**src/rtl/core/cpna_pkg.sv**
```systemverilog
// Package of the channel pedestal/noise accumulator: sizes, codes, structs.
// No dependencies; used by every other file of the block but cpna_ram.
package cpna_pkg;

  localparam int unsigned NUM_CHIPS           = 16;
  localparam int unsigned CHANNELS_PER_CHIP   = 32;
  localparam int unsigned CHANNELS_PER_HYBRID = 128;
  localparam int unsigned COUNT_BITS          = 24;

  localparam int unsigned STORE_DEPTH = NUM_CHIPS * CHANNELS_PER_CHIP;
  localparam int unsigned IDX_W       = $clog2(STORE_DEPTH);

  // input / output field widths
  localparam int unsigned CHIP_W   = 4;
  localparam int unsigned CHAN_W   = 5;
  localparam int unsigned SAMPLE_W = 10;
  localparam int unsigned SQVAL_W  = 2 * SAMPLE_W;
  localparam int unsigned MEAN_W   = 14;
  localparam int unsigned SIGMA_W  = 13;
  localparam int unsigned THR_W    = 10;
  localparam int unsigned HYB_W    = 2;
  localparam int unsigned THR_MAX  = 1023;

  // config
  localparam int unsigned LIMIT_W    = 16;
  localparam int unsigned MULT_W     = 3;
  localparam int unsigned EVENTS_W   = 16;
  localparam int unsigned CFG_IDX_W  = 2;
  localparam int unsigned CFG_DATA_W = 16;

  localparam logic [LIMIT_W-1:0] EVENT_LIMIT_RST = LIMIT_W'(500);
  localparam logic [MULT_W-1:0]  SIGMA_MULT_RST  = MULT_W'(2);
  localparam logic [THR_W-1:0]   LOCKED_THR_RST  = THR_W'(1023);

  // accumulator and arithmetic widths
  localparam int unsigned SUM_W    = COUNT_BITS + SAMPLE_W;
  localparam int unsigned SQ_W     = COUNT_BITS + SQVAL_W;
  localparam int unsigned ENTRY_W  = COUNT_BITS + SUM_W + SQ_W;
  localparam int unsigned PROD_W   = 2 * COUNT_BITS + SQVAL_W;
  localparam int unsigned RAD_W    = PROD_W + 8;
  localparam int unsigned ROOT_W   = RAD_W / 2;
  localparam int unsigned REM_W    = ROOT_W + 2;
  localparam int unsigned DIV_W    = COUNT_BITS + 14;
  localparam int unsigned ITER_W   = $clog2(ROOT_W + 1);
  localparam int unsigned THRSUM_W = MEAN_W + 3;

  localparam logic [COUNT_BITS-1:0] COUNT_MAX = {COUNT_BITS{1'b1}};

  // raw global channel (chip * channels + channel) over all input codes
  localparam int unsigned GLOBAL_MAX = (1 << CHIP_W) * CHANNELS_PER_CHIP + (1 << CHAN_W);
  localparam int unsigned GLOBAL_W   = $clog2(GLOBAL_MAX);
  localparam int unsigned HYB_STEPS  = GLOBAL_MAX / CHANNELS_PER_HYBRID;

  // command queue
  localparam int unsigned QUEUE_DEPTH = 4;
  localparam int unsigned QPTR_W      = $clog2(QUEUE_DEPTH);
  localparam int unsigned QCNT_W      = $clog2(QUEUE_DEPTH + 1);

  typedef enum logic [CFG_IDX_W-1:0] {
    REG_EVENT_LIMIT = 2'd0,
    REG_SIGMA_MULT  = 2'd1,
    REG_LOCKED_THR  = 2'd2
  } cfg_reg_e;

  typedef enum logic [0:0] {
    OP_SAMPLE  = 1'b0,
    OP_READOUT = 1'b1
  } op_e;

  typedef struct packed {
    op_e                  op;
    logic                 chan_ok;
    logic                 chan_zero;
    logic [IDX_W-1:0]     idx;
    logic [SAMPLE_W-1:0]  sample;
    logic [SQVAL_W-1:0]   sq_val;
    logic [HYB_W-1:0]     hybrid;
  } cmd_t;

  typedef struct packed {
    logic               present;
    logic [MEAN_W-1:0]  mean_value;
    logic [SIGMA_W-1:0] sigma_value;
    logic [THR_W-1:0]   threshold;
    logic               emit_threshold;
    logic               locked;
    logic [HYB_W-1:0]   hybrid_index;
  } result_t;

  typedef struct packed {
    logic [MULT_W-1:0] sigma_mult;
    logic [THR_W-1:0]  locked_thr;
  } back_cfg_t;

  // board number: global / CHANNELS_PER_HYBRID, as a set of constant compares
  function automatic logic [HYB_W-1:0] hybrid_of(input logic [GLOBAL_W-1:0] global_ch);
    int unsigned cnt;
    cnt = 0;
    for (int unsigned k = 1; k <= HYB_STEPS; k++) begin
      if (32'(global_ch) >= k * CHANNELS_PER_HYBRID) cnt++;
    end
    return cnt[HYB_W-1:0];
  endfunction

endpackage

```
**src/rtl/core/cpna_if.sv**
```systemverilog
// Valid/ready channel interfaces of the accumulator: input items and results.
// Depends on cpna_pkg.
interface cpna_in_if;
  import cpna_pkg::*;
  logic                valid;
  logic                ready;
  logic                kind;
  logic [CHIP_W-1:0]   chip_index;
  logic [CHAN_W-1:0]   chip_channel;
  logic [SAMPLE_W-1:0] sample_value;
  logic                header_word;
  logic                end_of_event;

  modport source (output valid, kind, chip_index, chip_channel, sample_value,
                  header_word, end_of_event, input ready);
  modport sink   (input valid, kind, chip_index, chip_channel, sample_value,
                  header_word, end_of_event, output ready);
endinterface


```
**src/rtl/core/cpna_front.sv**
```systemverilog
// Front end: takes input transactions, tracks events, classifies into commands.
// Depends on cpna_pkg and cpna_if.
module cpna_front (
  input  logic                              clk_i,
  input  logic                              rst_ni,
  cpna_in_if.sink                           in_if,
  input  logic [cpna_pkg::LIMIT_W-1:0]      event_limit_i,
  input  logic                              clearing_i,
  input  logic                              full_i,
  output logic                              push_o,
  output cpna_pkg::cmd_t                    cmd_o
);
  import cpna_pkg::*;

  logic [EVENTS_W-1:0] events_seen_q, events_seen_d;
  logic                accept, chan_ok, limit_hit, is_readout;
  logic [GLOBAL_W-1:0] global_ch;

  assign in_if.ready = !full_i && !clearing_i;
  assign accept      = in_if.valid && in_if.ready;
  assign is_readout  = (in_if.kind == OP_READOUT);

  assign chan_ok   = (32'(in_if.chip_index) < NUM_CHIPS) &&
                     (32'(in_if.chip_channel) < CHANNELS_PER_CHIP);
  assign global_ch = GLOBAL_W'(in_if.chip_index) * GLOBAL_W'(CHANNELS_PER_CHIP) +
                     GLOBAL_W'(in_if.chip_channel);
  assign limit_hit = (events_seen_q >= event_limit_i);

  always_comb begin
    cmd_o.op        = is_readout ? OP_READOUT : OP_SAMPLE;
    cmd_o.chan_ok   = chan_ok;
    cmd_o.chan_zero = (in_if.chip_channel == '0);
    cmd_o.idx       = chan_ok ? global_ch[IDX_W-1:0] : '0;
    cmd_o.sample    = in_if.sample_value;
    cmd_o.sq_val    = SQVAL_W'(in_if.sample_value) * SQVAL_W'(in_if.sample_value);
    cmd_o.hybrid    = hybrid_of(global_ch);
  end

  // samples past the event limit vanish, header words only count events
  assign push_o = accept && (is_readout || (!limit_hit && !in_if.header_word && chan_ok));

  always_comb begin
    events_seen_d = events_seen_q;
    if (accept && !is_readout && !limit_hit && in_if.end_of_event) begin
      events_seen_d = events_seen_q + EVENTS_W'(1);
    end
  end

  always_ff @(posedge clk_i or negedge rst_ni) begin
    if (!rst_ni) begin
      events_seen_q <= '0;
    end else begin
      events_seen_q <= events_seen_d;
    end
  end

  a_events_step: assert property (@(posedge clk_i) disable iff (!rst_ni)
    (events_seen_q != $past(events_seen_q)) |->
      (events_seen_q == $past(events_seen_q) + EVENTS_W'(1)))
    else $error("event counter moved by more than one");
endmodule

```
**src/flat_wrapper.sv**
```systemverilog
// flat-port wrapper written by rule: the top's interface ports become plain ports
module cpna_front_flat import cpna_pkg::*;
  (clk_i, rst_ni, event_limit_i, clearing_i, full_i, push_o, cmd_o, in_if_valid, in_if_kind, in_if_chip_index, in_if_chip_channel, in_if_sample_value, in_if_header_word, in_if_end_of_event, in_if_ready);
  cpna_in_if in_if_i ();
  input  logic clk_i;
  input  logic rst_ni;
  input  logic [cpna_pkg::LIMIT_W-1:0] event_limit_i;
  input  logic clearing_i;
  input  logic full_i;
  output logic push_o;
  output cpna_pkg::cmd_t cmd_o;
  input wire logic [$bits(in_if_i.valid)-1:0] in_if_valid;
  input wire logic [$bits(in_if_i.kind)-1:0] in_if_kind;
  input wire logic [$bits(in_if_i.chip_index)-1:0] in_if_chip_index;
  input wire logic [$bits(in_if_i.chip_channel)-1:0] in_if_chip_channel;
  input wire logic [$bits(in_if_i.sample_value)-1:0] in_if_sample_value;
  input wire logic [$bits(in_if_i.header_word)-1:0] in_if_header_word;
  input wire logic [$bits(in_if_i.end_of_event)-1:0] in_if_end_of_event;
  output wire logic [$bits(in_if_i.ready)-1:0] in_if_ready;
  assign in_if_i.valid = in_if_valid;
  assign in_if_i.kind = in_if_kind;
  assign in_if_i.chip_index = in_if_chip_index;
  assign in_if_i.chip_channel = in_if_chip_channel;
  assign in_if_i.sample_value = in_if_sample_value;
  assign in_if_i.header_word = in_if_header_word;
  assign in_if_i.end_of_event = in_if_end_of_event;
  assign in_if_ready = in_if_i.ready;
  cpna_front u_core (.clk_i(clk_i), .rst_ni(rst_ni), .in_if(in_if_i), .event_limit_i(event_limit_i), .clearing_i(clearing_i), .full_i(full_i), .push_o(push_o), .cmd_o(cmd_o));
endmodule
```
**config.mk**
```make
export PLATFORM = sky130hd
export DESIGN_NAME = cpna_front_flat
export DESIGN_NICKNAME = d
export VERILOG_FILES = /design/src/rtl/core/cpna_pkg.sv /design/src/rtl/core/cpna_if.sv /design/src/rtl/core/cpna_front.sv /design/src/flat_wrapper.sv
export SDC_FILE = /design/constraint.sdc
export NUM_CORES = 1
export LEC_CHECK = 0
export BUFFER_PORTS_ARGS = -buffer_cell sky130_fd_sc_hd__buf_2
export CORE_UTILIZATION = 47
export CTS_CLUSTER_SIZE = 40
export DETAILED_ROUTE_END_ITERATION = 7
export GPL_ROUTABILITY_DRIVEN = 1
export HOLD_SLACK_MARGIN = 0.02
export PLACE_DENSITY = 0.7
export SYNTH_ARGS = -nofsm -noshare
export SYNTH_HDL_FRONTEND = slang
export SYNTH_SLANG_ARGS = --single-unit
```
**constraint.sdc**
```tcl
create_clock -name clk_i -period 10.7 [get_ports clk_i]
set_clock_uncertainty 0.2 [all_clocks]
set_input_delay 2.675 -clock clk_i [delete_from_list [all_inputs] [get_ports clk_i]]
set_output_delay 2.675 -clock clk_i [all_outputs]
set_load 0.05 [all_outputs]
```
# --- Word level (Yosys, flattened, before mapping) ---
# Cells that the tools add are included.
word_totals:
  regBits: 16
  output_inout_bits: 46
  elab_cells: 31
op_classes:
  addsub: 5
  n_mul: 1
  order_cmp: 5
  mux: 5
  reduce_logical: 14
ops:
  columns: ["operator", "count"]
  rows:
  - ["10-bit by 9-bit >= comparator with 1-bit output, second input constant", 2]
  - ["10-bit by 10-bit multiplier with 20-bit output", 1]
  - ["16-bit by 1-bit adder with 16-bit output, second input constant", 1]
  - ["16-bit >= comparator", 1]
  - ["9-bit by 5-bit adder with 10-bit output", 1]
  - ["10-bit >= comparator, second input constant", 1]
  - ["10-bit by 8-bit >= comparator with 1-bit output, second input constant", 1]
  - ["1-bit logical AND", 7]
  - ["2-bit two-way mux", 3]
  - ["1-bit zero test", 5]
  - ["5-bit zero test", 1]
  - ["2-bit by 1-bit adder with 2-bit output, second input constant", 2]
  - ["1-bit by 1-bit adder with 2-bit output, second input constant", 1]
  - ["1-bit two-way mux", 2]
  - ["1-bit logical OR", 1]

# --- Logic depth before layout (Yosys ltp) ---
logic_depth:
  depth_word: 9
  mapped_depth: 19
  ltp_nobuf: 18

# --- Worst setup path after synthesis ---
# No wires, ideal clock.
synth_timing:
  path_kind: "input to output"
  startpoint: "in in_if_sample_value[9]"
  endpoint: "out cmd_o[21] (netlist name)"
  arrival_time_ns: 7.812
  required_ns: 7.825
  path_slack_ns: 0.013
  path_stages: 17
  path_buffers: 1
  cell_sequence: "clkbuf_1 > nand2_1 > fa_1 > fa_1 > inv_1 > fa_1 > fa_1 > inv_1 > fa_1 > inv_1 > ha_1 > and3_1 > and3_1 > o211ai_1 > nand3_1 > a221oi_1 > xor2_1"
synth_rtl:
  columns: ["element", "line_no", "text"]
  rows:
  - ["start: declaration", "flat_wrapper.sv:16", "input wire logic [$bits(in_if_i.sample_value)-1:0] in_if_sample_value;"]
  - ["end: declaration", "flat_wrapper.sv:11", "output cpna_pkg::cmd_t cmd_o;"]

==> run summary <==
Pin count of the biggest net entering global routing: 17
Area of the mapped netlist: 0.00430 mm2
First drt pass iteration count: 6
Data arrival time at the worst-slack endpoint: 7.53 ns
Comb pwr share: 0.901
Met2 usage: 0.359
Area share of and/or/nand/nor cells after synthesis: 0.214
Placeable Area: 0.00881 mm2
Cell Int Power: 0.000466 W
Detailed Place HPWL: 7.55 mm
Clock period minus worst slack: 10.41 ns
Sequential share of the synthesized area: 0.0931
Data required, critical path: 7.83 ns
Fraction of final layout cells sized beyond drive strength 1: 0.199
Routed wire length per instance: 13.4 um
Post-layout net count: 704
Worst-path clk slew: 0.07 ns
Flip-flop count of the largest register after layout: 16
Fin. max-slew vios: 0
Unrepaired setup endpoints after global routing: no
Clock tree buffer depth: 2
Static leakage: 2.68 nW
Result of the run: complete, but fails checks
Violation count after the first detailed-routing iteration: 176
Remaining Overflow, GRT: 0
Global routing met3 resource utilization: 0.0158
Synth-to-layout area growth: 9.57%
Failing checks: design-rule violations
Storage cell area: 400 um2
Post-Synthesis Net Count: 649
Final GP Congestion: 0.832
Fraction of the mapped netlist area in adder cells: 0.407
Post-CTS Hold Buffers: 0
Number of enable flip-flop cells after synthesis: 0
Yosys warning count: 0
Post-Route Setup TNS: 0 ns
Final setup violation count: 0
Die footprint: 0.00954 mm2
# diodes: 0
Antenna-violating nets left: 0
Global Route met1 Usage: 0.255
Initial antenna violation count: 0
Number of library cell types mapped by synthesis: 58
Worst vdd rail ir drop: 447 uV
Busiest grt layer: met2
Remaining DRCs: 12
Post-synthesis average cell area: 8.69 um2
Number of fillers in the final layout: 826
Synth Flop Type: sky130_fd_sc_hd__dfrtp_1
Synth Area in Compound Gates: 0.0744
Final period util: 0.973
Number of H-tree levels: 1
Dominant combinational cell family by area after synthesis: adder cells
Type of element launching the critical path: input port
Most frequent standard cell in the layout excluding fill and tap cells: sky130_fd_sc_hd__inv_1
CTS Sinks: 16
Xor and xnor fraction of the mapped netlist area: 0.0692
Type of destination of the critical path: output pin
Clock tree from TritonCTS: built
Total routed wirelength: 8.79 mm
Max Fanout on Critical Path: 12
Count of standard-cell rows: 34
Share of power burned in registers: 0.057
Horizontal die dimension: 97.7 um
Vias per cell: 5.31
TritonCTS Buffers: 3
Count of vias placed by the detailed router: 3487
Classification of the worst-slack hold path: flip-flop to flip-flop
Overall die height: 97.7 um
Max-Cap Viols: 0
Area of the multi-input gates: 0.00335 mm2
First-pass GRT wire length: 15.6 mm
Number of top-level pins: 89
Final hold violation count: 0
Number of port buffers: 82
Gr usage total: 0.195
Largest registers ranked by flip-flop count: u_core.events_seen_q (16)
Switching share of power: 0.639
Share of the core filled with cells: 0.535
Most used cells in the layout excluding fill and tap cells: sky130_fd_sc_hd__inv_1 (86), sky130_fd_sc_hd__buf_2 (82), sky130_fd_sc_hd__ha_1 (63)
Power per cell area: 274 mW/mm2
Post-synthesis sequential element count: 16
Worst slack on hold paths: 0.282 ns
Async SR Flop Fraction: 1.00
Share of cell area taken by muxes after synthesis: 0.00989
Vias in the first global route: 3528
Register with the most flip-flops: u_core.events_seen_q
Critical setup path kind: input port to output pin
Maximum operating frequency: 0.0961 GHz
Worst slew slack as a fraction of its limit: 0.333
Worst skew pair latency: 0.25 ns
Clock power share: 0.042
Cell at the root of the clock tree: sky130_fd_sc_hd__clkbuf_8
NetSw: 0.000826 W
Tightest Pin Transition: 0.993 ns
Synthesized instance count: 495
Effective utilization at floorplan: 0.489
worst paths after layout:
kind / end / slack [ns] / cells after the start / startpoint
worst max-delay path: cmd_o[21] / 0.29 / 18 / in_if_sample_value[8]
worst min-delay path: u_core.events_seen_q[15]$_DFFE_PN0P_ / 0.28 / 1 / u_core.events_seen_q[15]$_DFFE_PN0P_
worst max register to register: u_core.events_seen_q[12]$_DFFE_PN0P_ / 7.77 / 7 / u_core.events_seen_q[7]$_DFFE_PN0P_
worst min register to register: u_core.events_seen_q[15]$_DFFE_PN0P_ / 0.28 / 1 / u_core.events_seen_q[15]$_DFFE_PN0P_
max in group asynchronous: u_core.events_seen_q[6]$_DFFE_PN0P_ / 7.91 / 1 / rst_ni
min in group asynchronous: u_core.events_seen_q[14]$_DFFE_PN0P_ / 2.12 / 1 / rst_ni
worst max-delay path, stage by stage:
cell	delay [ns]
sky130_fd_sc_hd__buf_2	0.19
sky130_fd_sc_hd__nand2_1	0.13
sky130_fd_sc_hd__fa_1	0.49
sky130_fd_sc_hd__fa_1	0.55
sky130_fd_sc_hd__inv_1	0.05
sky130_fd_sc_hd__fa_1	0.50
sky130_fd_sc_hd__fa_1	0.55
sky130_fd_sc_hd__inv_1	0.06
sky130_fd_sc_hd__fa_1	0.53
sky130_fd_sc_hd__inv_1	0.04
sky130_fd_sc_hd__ha_1	0.34
sky130_fd_sc_hd__and3_1	0.22
sky130_fd_sc_hd__and3_1	0.19
sky130_fd_sc_hd__o211ai_1	0.13
sky130_fd_sc_hd__nand3_1	0.17
sky130_fd_sc_hd__a221oi_2	0.29
sky130_fd_sc_hd__xor2_1	0.15
sky130_fd_sc_hd__buf_2	0.27
metal layers:
layer  vias up  wire length, um
met4         0               50
met3         6              292
li1       1704                -
met1      1705             3970
met2        72             4480
met5         -                0
synthesized netlist by cell type (3+ instances only):
cell,instances,area share
sky130_fd_sc_hd__and3_1,4,0.0058
sky130_fd_sc_hd__o21a_1,3,0.0052
sky130_fd_sc_hd__xor2_1,21,0.043
sky130_fd_sc_hd__fa_1,48,0.22
sky130_fd_sc_hd__a21o_1,5,0.0087
sky130_fd_sc_hd__o21ai_0,3,0.0035
sky130_fd_sc_hd__buf_2,3,0.0035
sky130_fd_sc_hd__and2_1,28,0.041
sky130_fd_sc_hd__nor3_1,13,0.015
sky130_fd_sc_hd__nand2_1,36,0.031
sky130_fd_sc_hd__buf_4,23,0.040
sky130_fd_sc_hd__nand4_1,6,0.0087
sky130_fd_sc_hd__ha_1,63,0.18
sky130_fd_sc_hd__clkbuf_1,10,0.0087
sky130_fd_sc_hd__a21oi_1,20,0.023
sky130_fd_sc_hd__or3_1,3,0.0044
sky130_fd_sc_hd__nor4_1,4,0.0058
sky130_fd_sc_hd__or4_1,3,0.0052
sky130_fd_sc_hd__inv_1,86,0.075
sky130_fd_sc_hd__nor2_1,21,0.018
sky130_fd_sc_hd__nor2b_1,8,0.012
sky130_fd_sc_hd__o211ai_1,4,0.0070
sky130_fd_sc_hd__nand3b_1,3,0.0052
sky130_fd_sc_hd__nor4_2,4,0.012
sky130_fd_sc_hd__xnor2_1,13,0.026
sky130_fd_sc_hd__dfrtp_1,16,0.093
sky130_fd_sc_hd__nand3_1,7,0.0081
repair_timing:
item,in CTS,in global routing
buffers inserted,0,0
setup endpoints to repair,0,1
resized for setup,0,1
through the flow:
step	total power [W]	instances	area [um2]	worst slack, ns
after CTS	0.00130	657	4710	0.218
after global routing	0.00140	657	4710	0.0401
final	0.00129	657	4710	0.291
after floorplan	0.00102	495	4300	0.0134
after global placement	0.00122	653	4650	0.341
after detailed placement	0.00124	653	4650	0.232
power groups by stage:
stage / sequential (W) / combinational, W / clock, W
6_report: 0.0000733 / 0.00116 / 0.0000547
5_1_grt: 0.0000744 / 0.00127 / 0.0000597
4_1_cts: 0.0000733 / 0.00117 / 0.0000557
3_5_place_dp: 0.0000742 / 0.00116 / 0
3_3_place_gp: 0.0000738 / 0.00115 / 0
2_1_floorplan: 0.0000723 / 0.000949 / 0
cells by family after synthesis:
group,count (synthesis)
compound gates,48
xor+xnor,34
fa+ha+maj,111
buf+inv,124
flops,16
mux,4
other cells,2
simple gates,156
final cells by class:
cell class                 instances  share of cell area
inverter                          86              0.0685
sequential                        16              0.0849
tap                              108              0.0287
timing repair buffer              88              0.0966
clock buffer                       4              0.0117
multi-input combinational        355               0.710
Power figures use the tool's default switching activity.
