File: src/rtl/core/cpna_pkg.sv
// Package of the channel pedestal/noise accumulator: sizes, codes, structs.
// No dependencies; used by every other file of the block but cpna_ram.
package cpna_pkg;

  localparam int unsigned NUM_CHIPS           = 16;
  localparam int unsigned CHANNELS_PER_CHIP   = 32;
  localparam int unsigned CHANNELS_PER_HYBRID = 128;
  localparam int unsigned COUNT_BITS          = 24;

  localparam int unsigned STORE_DEPTH = NUM_CHIPS * CHANNELS_PER_CHIP;
  localparam int unsigned IDX_W       = $clog2(STORE_DEPTH);

  // input / output field widths
  localparam int unsigned CHIP_W   = 4;
  localparam int unsigned CHAN_W   = 5;
  localparam int unsigned SAMPLE_W = 10;
  localparam int unsigned SQVAL_W  = 2 * SAMPLE_W;
  localparam int unsigned MEAN_W   = 14;
  localparam int unsigned SIGMA_W  = 13;
  localparam int unsigned THR_W    = 10;
  localparam int unsigned HYB_W    = 2;
  localparam int unsigned THR_MAX  = 1023;

  // config
  localparam int unsigned LIMIT_W    = 16;
  localparam int unsigned MULT_W     = 3;
  localparam int unsigned EVENTS_W   = 16;
  localparam int unsigned CFG_IDX_W  = 2;
  localparam int unsigned CFG_DATA_W = 16;

  localparam logic [LIMIT_W-1:0] EVENT_LIMIT_RST = LIMIT_W'(500);
  localparam logic [MULT_W-1:0]  SIGMA_MULT_RST  = MULT_W'(2);
  localparam logic [THR_W-1:0]   LOCKED_THR_RST  = THR_W'(1023);

  // accumulator and arithmetic widths
  localparam int unsigned SUM_W    = COUNT_BITS + SAMPLE_W;
  localparam int unsigned SQ_W     = COUNT_BITS + SQVAL_W;
  localparam int unsigned ENTRY_W  = COUNT_BITS + SUM_W + SQ_W;
  localparam int unsigned PROD_W   = 2 * COUNT_BITS + SQVAL_W;
  localparam int unsigned RAD_W    = PROD_W + 8;
  localparam int unsigned ROOT_W   = RAD_W / 2;
  localparam int unsigned REM_W    = ROOT_W + 2;
  localparam int unsigned DIV_W    = COUNT_BITS + 14;
  localparam int unsigned ITER_W   = $clog2(ROOT_W + 1);
  localparam int unsigned THRSUM_W = MEAN_W + 3;

  localparam logic [COUNT_BITS-1:0] COUNT_MAX = {COUNT_BITS{1'b1}};

  // raw global channel (chip * channels + channel) over all input codes
  localparam int unsigned GLOBAL_MAX = (1 << CHIP_W) * CHANNELS_PER_CHIP + (1 << CHAN_W);
  localparam int unsigned GLOBAL_W   = $clog2(GLOBAL_MAX);
  localparam int unsigned HYB_STEPS  = GLOBAL_MAX / CHANNELS_PER_HYBRID;

  // command queue
  localparam int unsigned QUEUE_DEPTH = 4;
  localparam int unsigned QPTR_W      = $clog2(QUEUE_DEPTH);
  localparam int unsigned QCNT_W      = $clog2(QUEUE_DEPTH + 1);

  typedef enum logic [CFG_IDX_W-1:0] {
    REG_EVENT_LIMIT = 2'd0,
    REG_SIGMA_MULT  = 2'd1,
    REG_LOCKED_THR  = 2'd2
  } cfg_reg_e;

  typedef enum logic [0:0] {
    OP_SAMPLE  = 1'b0,
    OP_READOUT = 1'b1
  } op_e;

  typedef struct packed {
    op_e                  op;
    logic                 chan_ok;
    logic                 chan_zero;
    logic [IDX_W-1:0]     idx;
    logic [SAMPLE_W-1:0]  sample;
    logic [SQVAL_W-1:0]   sq_val;
    logic [HYB_W-1:0]     hybrid;
  } cmd_t;

  typedef struct packed {
    logic               present;
    logic [MEAN_W-1:0]  mean_value;
    logic [SIGMA_W-1:0] sigma_value;
    logic [THR_W-1:0]   threshold;
    logic               emit_threshold;
    logic               locked;
    logic [HYB_W-1:0]   hybrid_index;
  } result_t;

  typedef struct packed {
    logic [MULT_W-1:0] sigma_mult;
    logic [THR_W-1:0]  locked_thr;
  } back_cfg_t;

  // board number: global / CHANNELS_PER_HYBRID, as a set of constant compares
  function automatic logic [HYB_W-1:0] hybrid_of(input logic [GLOBAL_W-1:0] global_ch);
    int unsigned cnt;
    cnt = 0;
    for (int unsigned k = 1; k <= HYB_STEPS; k++) begin
      if (32'(global_ch) >= k * CHANNELS_PER_HYBRID) cnt++;
    end
    return cnt[HYB_W-1:0];
  endfunction

endpackage

File: src/rtl/core/cpna_fifo.sv
// Command queue between front and back end.
// Depends on cpna_pkg.
module cpna_fifo (
  input  logic           clk_i,
  input  logic           rst_ni,
  input  logic           push_i,
  input  cpna_pkg::cmd_t cmd_i,
  input  logic           pop_i,
  output cpna_pkg::cmd_t cmd_o,
  output logic           empty_o,
  output logic           full_o
);
  import cpna_pkg::*;

  cmd_t              mem_q [QUEUE_DEPTH];
  logic [QPTR_W-1:0] wr_ptr_q, wr_ptr_d, rd_ptr_q, rd_ptr_d;
  logic [QCNT_W-1:0] count_q, count_d;

  assign empty_o = (count_q == '0);
  assign full_o  = (count_q == QCNT_W'(QUEUE_DEPTH));
  assign cmd_o   = mem_q[rd_ptr_q];

  always_comb begin
    wr_ptr_d = wr_ptr_q;
    rd_ptr_d = rd_ptr_q;
    count_d  = count_q;
    if (push_i) begin
      wr_ptr_d = (wr_ptr_q == QPTR_W'(QUEUE_DEPTH - 1)) ? '0 : wr_ptr_q + QPTR_W'(1);
    end
    if (pop_i) begin
      rd_ptr_d = (rd_ptr_q == QPTR_W'(QUEUE_DEPTH - 1)) ? '0 : rd_ptr_q + QPTR_W'(1);
    end
    if (push_i && !pop_i) count_d = count_q + QCNT_W'(1);
    else if (pop_i && !push_i) count_d = count_q - QCNT_W'(1);
  end

  always_ff @(posedge clk_i) begin
    if (push_i) mem_q[wr_ptr_q] <= cmd_i;
  end

  always_ff @(posedge clk_i or negedge rst_ni) begin
    if (!rst_ni) begin
      wr_ptr_q <= '0;
      rd_ptr_q <= '0;
      count_q  <= '0;
    end else begin
      wr_ptr_q <= wr_ptr_d;
      rd_ptr_q <= rd_ptr_d;
      count_q  <= count_d;
    end
  end

  a_no_pop_empty: assert property (@(posedge clk_i) disable iff (!rst_ni)
    pop_i |-> !empty_o)
    else $error("pop from empty queue");
  a_no_push_full: assert property (@(posedge clk_i) disable iff (!rst_ni)
    push_i |-> (!full_o || pop_i))
    else $error("push into full queue");
endmodule

File: config.mk
export PLATFORM = sky130hd
export DESIGN_NAME = cpna_fifo
export DESIGN_NICKNAME = d
export VERILOG_FILES = /design/src/rtl/core/cpna_pkg.sv /design/src/rtl/core/cpna_fifo.sv
export SDC_FILE = /design/constraint.sdc
export NUM_CORES = 1
export LEC_CHECK = 0
export ABC_AREA = 1
export BUFFER_PORTS_ARGS = -buffer_cell sky130_fd_sc_hd__buf_2
export CAP_MARGIN = 20
export CORE_ASPECT_RATIO = 1.1
export CORE_MARGIN = 10
export CORE_UTILIZATION = 55
export CTS_CLUSTER_SIZE = 25
export DETAILED_ROUTE_END_ITERATION = 8
export PLACE_DENSITY_LB_ADDON = 0.2
export SYNTH_ARGS = -nofsm -noshare
export SYNTH_HDL_FRONTEND = slang
export SYNTH_SLANG_ARGS = --single-unit
export TNS_END_PERCENT = 50
File: constraint.sdc
create_clock -name clk_i -period 2.52 [get_ports clk_i]
set_input_delay 0.126 -clock clk_i [delete_from_list [all_inputs] [get_ports clk_i]]
set_output_delay 0.126 -clock clk_i [all_outputs]
set_load 0.05 [all_outputs]
# Word level (Yosys, flattened, before mapping)
# Memories as Yosys holds them, arrays and structs flattened.
# Cells that the tools add are included.
# classes
addsub,4
n_mul,0
div_mod_pow,0
n_lt_le_gt_ge,0
n_eq_ne,3
shift,0
n_mux,6
n_bitwise,0
n_reduce_logical,6
# ops
operator,count
3-bit two-way mux,2
2-bit by 1-bit adder with 2-bit output (second input constant),2
2-bit equality test (second input constant),2
2-bit two-way mux,2
3-bit by 1-bit adder with 3-bit output (second input constant),1
3-bit equality test (second input constant),1
3-bit logical NOT,1
3-bit by 1-bit subtractor with 3-bit output (second input constant),1
1-bit logical AND,2
1-bit logical NOT,2
1-bit two-way mux,2
2-bit nonzero test,1
# totals
ff_bits,7
latchBits,0
ramBits,176
rom_bits,0
input_bits,48
out_inout_bits,46
mem_count,1
# memory_table
memory,words,width,read_ports,rd_clocked_by_memory_dff,write_ports,line,rtl
mem_q,4,44,1,0,1,cpna_fifo.sv:15,cmd_t mem_q [QUEUE_DEPTH];

# Longest topological paths before layout
# Gate-level depths: netlist of the first run.
# logic_depth
word_depth,4
depth_mapped,9

# Worst setup path after synthesis of the first run
# OpenSTA, ideal clock, no wires.
# synth_path
kind,reg2reg
from,register wr_ptr_q[0]
to,"memory mem_q[0][0] (netlist bit), enable pin"
setup_ns,0.398
t_arrival_ns,1.523
path_slack_ns,0.599
path_stages_with_launch,5
n_path_buf,0
synth_period_minus_slack_ns,1.921
cell_sequence,dfrtp_1 > inv_1 > ha_1 > nand2_1 > inv_1
# synth_rtl
element,line,rtl
from (decl),cpna_fifo.sv:16,"logic [QPTR_W-1:0] wr_ptr_q, wr_ptr_d, rd_ptr_q, rd_ptr_d;"
from (signal assigned),cpna_fifo.sv:47,wr_ptr_q <= wr_ptr_d;
to (decl),cpna_fifo.sv:15,
# Straight into the memory's write port.

==> impl_metrics.csv, run 1 <==
group,metric,value,unit
cts,clk_pin_slew,60,ps
critical_path,worst-path-buf-inv,3,
drt,final_antenna_net_count,0,
pwr,power_switching,0.00472,W
critical_path,r2r_setup_slack,860,ps
global_route,grt_usage,0.161,
critical_path,crit_family,"buffers and inverters",
pwr,seqPwrFrac,0.359,
sta,rsz0062_at_grt,"false",
sta,tns,0,ps
placed_design,placed_cell_area,0.00805,mm²
floorplanning,chipHeight,142,µm
global_route,grt_overflow,0,
cts,clkLatencyLatePin,420,ps
finish,layout-drive-gt1-share,0.197,
global_route,grt_pass1_vias,4648,
worst_hold_path,hold_path_end,"wr_ptr_q[0]",
placed_design,io_buffers,93,
synth,ys_types,18,
global_route,grt_pass1_wl,23100,µm
synth,synth_cells,565,
critical_path,critPathMaxStageDelay,420,ps
sta,tightestPinTransition,437,ps
worst_hold_path,hp-start,"push_i",
critical_path,worstSetupPathType,"register to primary output",
sta,skew,4.95,ps
critical_path,cp_max_fo,33,
cts,htree_levels,4,
global_route,grtUsageMet1,0.178,
sta,relSlewSlack,0.709,
pwr,leakage,3.78,nW
finish,layoutNonFillerInstCount,881,
critical_path,arrival,2020,ps
floorplanning,core,0.0132,mm²
cts,cts.repair.resized,0,
placed_design,placedCellCount,803,
sta,setup_ws,373,ps
critical_path,worstPathRequired,2390,ps
cts,cts_root_buf,"clkbuf_16",
global_route,use_met2,0.280,
drt,detail_route.iter0.violations,262,
critical_path,r2r-start,"wr_ptr_q[0]",
floorplanning,die-area,0.0186,mm²
finish,fin_area,0.00914,mm²
worst_hold_path,min_path_type,"primary input to register",
drt,firstDrtPassIters,4,
synth,ys_seq_area_frac,0.733,
drt,viasPerCell,5.21,
sta,setup_viol,0,
pwr,p_clk_frac,0.242,
finish,synthToLayoutAreaGrowth,22.7,%
synth,avgSynthCellArea,13.2,µm²
cts,cts_buffer_depth,2,
sta,post-route-period-util,0.852,
finish,final_common_cell,"edfxtp_1",
critical_path,cp_slowest_cell,"dfrtp_1",
pwr,internal_power,0.00668,W
worst_hold_path,min_path_cells,2,
floorplanning,chipWidth,131,µm
cts,cts_tree,"built",
pwr,switching_share,0.414,
critical_path,cp-end-kind,"primary output",
status,outcome,"finished, final reports clean",
global_route,busiest_layer,"met2",
drt,wl_per_cell,16.5,µm
placed_design,place_ws,813,ps
placed_design,place_congestion,0.723,
pwr,power_density,1250,mW/mm²
synth,ys_ff_latch,183,
pwr,irDropWorstVdd,854,µV
critical_path,path_cells,"inv_4, buf_4, nand2_1, o211ai_1, nand2_1, buf_2",
sta,min_period,2150,ps
global_route,antenna_found_initial,0,
drt,drt_wl_total,14600,µm
finish,final_util,0.692,
synth,ys_warn_count,0,
finish,fin_nets,762,
cts,cts_buffers,17,
critical_path,crit_top_cell,"nand2_1",
synth,syn_area,0.00745,mm²
critical_path,reg2reg_to,"mem_q[2][5]",
global_route,grt_use_met3,0.0511,
sta,max_freq,466,MHz
run,drv_cap,0,
finish,diodes,0,
global_route,grt_start_max_net_pins,56,
critical_path,reg2regPathDepth,5,
critical_path,start_kind,"register",
floorplanning,ios,94,
floorplanning,start_util,0.564,
placed_design,dp_hpwl,9100,µm
cts,cts_num_sinks,183,
drt,dr_total_vias,4589,
finish,layout_common_cells,"edfxtp_1 (176), nand2_1 (148), inv_1 (95), buf_2 (93), o211ai_1 (88)",
synth,synth_nets,620,
sta,final_max_slew_viol_count,0,
floorplanning,std_cell_rows,44,
drt,drc,0,
pwr,pwr-share-comb,0.400,
sta,hold_violations,0,
[synthesized netlist by cell type]
cell type / number / area share
edfxtp_1: 176 / 0.71
nand2_1: 148 / 0.075
inv_1: 99 / 0.050
o211ai_1: 88 / 0.089
buf_6: 15 / 0.023
buf_2: 9 / 0.0060
dfrtp_1: 7 / 0.024
ha_1: 6 / 0.010
buf_4: 4 / 0.0040
o21ai_0: 3 / 0.0020
inv_2: 2 / 0.0010
nor3_1: 2 / 0.0013
fa_1: 1 / 0.0027
nand3_1: 1 / 0.00067
nand4_1: 1 / 0.00084
nor2_1: 1 / 0.00050
o21ai_1: 1 / 0.00067
xnor2_1: 1 / 0.0012
[what timing repair did]
action | 4_1_cts | 5_1_grt
buffers inserted | 0 | 0
endpoints found under the hold margin | 185 | 0
hold buffers | 46 | 0
[cells by family after synthesis]
kind of cell / after synthesis / share of synthesized area
compound gates: 92 / 0.0914
xor+xnor: 1 / 0.00118
fa+ha+maj: 7 / 0.0128
buf+inv: 129 / 0.0837
flops: 183 / 0.733
simple gates: 153 / 0.0779
[metal layers]
layer / wire (µm) / share of wire / vias up
li1: - / - / 2252
met1: 5720 / 0.39 / 2188
met2: 7580 / 0.52 / 125
met3: 971 / 0.067 / 24
met4: 286 / 0.020 / 0
met5: 0 / 0 / -
[sequential cells by signal, indices dropped and copies added, names as in the netlist]
register,flops
wr_ptr_q,2
count_q,3
rd_ptr_q,2
mem_q,176
[worst max path at each step]
stage	from	to	slack (ps)	depth (start not counted)
6_report	rd_ptr_q[0]	cmd_o[39]	370	6
3_3_place_gp	rd_ptr_q[0]	cmd_o[30]	890	5
5_1_grt	rd_ptr_q[0]	cmd_o[29]	240	6
4_1_cts	rd_ptr_q[0]	cmd_o[39]	350	6
3_5_place_dp	rd_ptr_q[0]	cmd_o[39]	810	6
2_1_floorplan	wr_ptr_q[0]	mem_q[0][0]	600	4
[power by group through the flow]
stage | Clock [W] | Sequential, W | Combinational, W
2_1_floorplan | 0 | 0.00409 | 0.00356
3_3_place_gp | 0 | 0.00413 | 0.00445
3_5_place_dp | 0 | 0.00416 | 0.00454
4_1_cts | 0.00280 | 0.00409 | 0.00462
5_1_grt | 0.00291 | 0.00414 | 0.00491
6_report | 0.00275 | 0.00409 | 0.00456
[worst register-to-register path: cells and delay by family (launching register included)]
kind,cells,cell delay [ps]
and+or+nand+nor,1,60
buffers and inverters,3,710
DFF,1,410
adders and majority gates,1,160
[metrics by stage]
stage	total power (W)	hold slack [ps]
floorplan	0.00765	-170
global placement	0.00859	-35.7
detailed placement	0.00870	-28.7
CTS	0.0115	6.33
global route	0.0120	34.2
finish	0.0114	19.9
[area by class of cell]
class / count / area, µm²
Clock buffer: 17 / 425
Clock inverter: 15 / 200
Fill cell: 906 / 4070
Inverter: 101 / 382
Multi-Input combinational cell: 253 / 1370
Sequential cell: 183 / 5460
Tap cell: 161 / 201
Timing Repair Buffer: 151 / 1100
(Power assumes the default switching activity.)
==> run 2, diff against run 1 <==
--- a/config.mk
+++ b/config.mk
@@ -6,7 +6,7 @@
 export NUM_CORES = 1
 export LEC_CHECK = 0
 export ABC_AREA = 1
-export BUFFER_PORTS_ARGS = -buffer_cell sky130_fd_sc_hd__buf_2
+export BUFFER_PORTS_ARGS = -buffer_cell sky130_fd_sc_hd__buf_4
 export CAP_MARGIN = 20
 export CORE_ASPECT_RATIO = 1.1
 export CORE_MARGIN = 10
==> impl_metrics.csv, run 2 (same netlist as run 1, synthesis figures left out) <==
group,metric,value,unit
status,outcome,"finished, final reports clean",
critical_path,cp_max_fo,64,
pwr,leakage,3.87,nW
finish,fin_area,0.00939,mm²
pwr,power_switching,0.00470,W
finish,final_common_cell,"edfxtp_1",
sta,relSlewSlack,0.617,
placed_design,io_buffers,93,
placed_design,dp_hpwl,8970,µm
pwr,seqPwrFrac,0.342,
critical_path,worstPathRequired,2390,ps
finish,reg_top3,"mem_q x176, count_q x3",
finish,synthToLayoutAreaGrowth,26.1,%
drt,dr_total_vias,4505,
drt,wl_per_cell,16.6,µm
critical_path,arrival,2020,ps
placed_design,place_congestion,0.741,
global_route,grt_start_max_net_pins,65,
sta,tns,0,ps
drt,final_antenna_net_count,0,
cts,cts.repair.resized,0,
placed_design,placed_cell_area,0.00826,mm²
drt,viasPerCell,5.11,
floorplanning,ios,94,
global_route,antenna_found_initial,0,
cts,cts_buffers,17,
floorplanning,core,0.0132,mm²
critical_path,start_kind,"register",
sta,skew,12.0,ps
finish,diodes,0,
drt,drt_wl_total,14600,µm
floorplanning,die-area,0.0186,mm²
finish,layout_common_cells,"edfxtp_1 (176), nand2_1 (148), buf_4 (100), inv_1 (95), o211ai_1 (88)",
pwr,switching_share,0.397,
global_route,grt_usage,0.165,
pwr,p_clk_frac,0.245,
cts,cts_tree,"built",
sta,max_freq,466,MHz
global_route,grt_overflow,0,
floorplanning,start_util,0.564,
drt,detail_route.iter0.violations,345,
critical_path,cp-end-kind,"primary output",
sta,rsz0062_at_grt,"false",
pwr,power_density,1260,mW/mm²
floorplanning,chipHeight,142,µm
worst_hold_path,min_path_type,"primary input to asynchronous set/reset pin",
pwr,pwr-share-comb,0.413,
run,drv_cap,0,
cts,clk_pin_slew,60,ps
finish,fin_nets,763,
pwr,irDropWorstVdd,1140,µV
global_route,grt_pass1_vias,4623,
cts,cts_num_sinks,183,
pwr,internal_power,0.00715,W
drt,firstDrtPassIters,4,
cts,cts_root_buf,"clkbuf_16",
finish,layout-drive-gt1-share,0.196,
sta,min_period,2150,ps
cts,htree_levels,4,
critical_path,worstSetupPathType,"register to primary output",
cts,clkLatencyLatePin,420,ps
drt,drc,0,
cts,cts_buffer_depth,2,
sta,hold_violations,0,
floorplanning,chipWidth,131,µm
global_route,grt_pass1_wl,23700,µm
finish,largest_register_ffs,176,
sta,tightestPinTransition,575,ps
sta,setup_viol,0,
finish,top_register,"mem_q",
floorplanning,std_cell_rows,44,
sta,post-route-period-util,0.852,
sta,final_max_slew_viol_count,0,
-- run 2: cell types whose count changed in the layout (fill, tap and decap cells not counted), moves of 2 or more --
cell | previous run | this run
buf_4 | 5 | 100
buf_2 | 93 | 0
inv_6 | 3 | 0
buf_12 | 7 | 5
bufinv_16 | 4 | 6
-- run 2: worst paths after layout --
| kind | start | to | slack [ps] | cells after the start |
|---|---|---|---|---|
| min in group clk_i | cmd_i[15] | mem_q[3][15] | 450 | 2 |
| worst max register to register | wr_ptr_q[0] | mem_q[2][15] | 740 | 5 |
| worst min-delay path | rst_ni | count_q[2] | 70 | 2 |
| max in group asynchronous | rst_ni | rd_ptr_q[1] | 2300 | 2 |
| worst max-delay path | rd_ptr_q[0] | cmd_o[7] | 370 | 6 |
| worst min register to register | count_q[2] | count_q[2] | 510 | 2 |
-- run 2: timing repair --
item | 4_1_cts | 5_1_grt
hold buffers | 47 | 0
hold endpoints to repair | 187 | 0
setup buffers | 0 | 0
-- run 2: cell type report --
class                      count  area (µm²)
clock buffer                  18         429
clock inverter                14         230
fill                         890        3820
inverter                     101         382
multi-input combinational    253        1370
sequential                   183        5460
tap                          161         201
timing repair buffer         152        1320
-- run 2: per-stage QoR --
step | worst slack [ps] | total power [W] | instances | hold slack, ps | utilization
3_3_place_gp | 817 | 0.00890 | 803 | -52.6 | 0.625
5_1_grt | 231 | 0.0125 | 882 | 66.1 | 0.711
2_1_floorplan | 599 | 0.00765 | 565 | -170 | -
3_5_place_dp | 756 | 0.00900 | 803 | -49.4 | 0.625
6_report | 372 | 0.0119 | 882 | 72.4 | 0.711
4_1_cts | 371 | 0.0120 | 882 | 55.2 | 0.711
-- run 2: worst max-delay path, stage by stage, from the launching register on --
cell and delay, ps:
dfrtp_1 420, inv_4 340, buf_12 310, nand2_1 90, o211ai_1 100, nand2_1 100, buf_4 200
-- run 2: power by group through the flow --
stage	combinational (W)	sequential [W]	clock, W
6_report	0.00490	0.00405	0.00291
5_1_grt	0.00529	0.00409	0.00309
4_1_cts	0.00497	0.00405	0.00295
3_5_place_dp	0.00489	0.00412	0
3_3_place_gp	0.00480	0.00409	0
2_1_floorplan	0.00356	0.00409	0
-- run 2: layer usage --
metal | track usage | vias to the layer above | part of all wire
li1 | - | 2249 | -
met1 | 0.197 | 2139 | 0.41
met2 | 0.283 | 101 | 0.52
met3 | 0.0432 | 16 | 0.054
met4 | 0.0545 | 0 | 0.012
met5 | 0 | - | 0
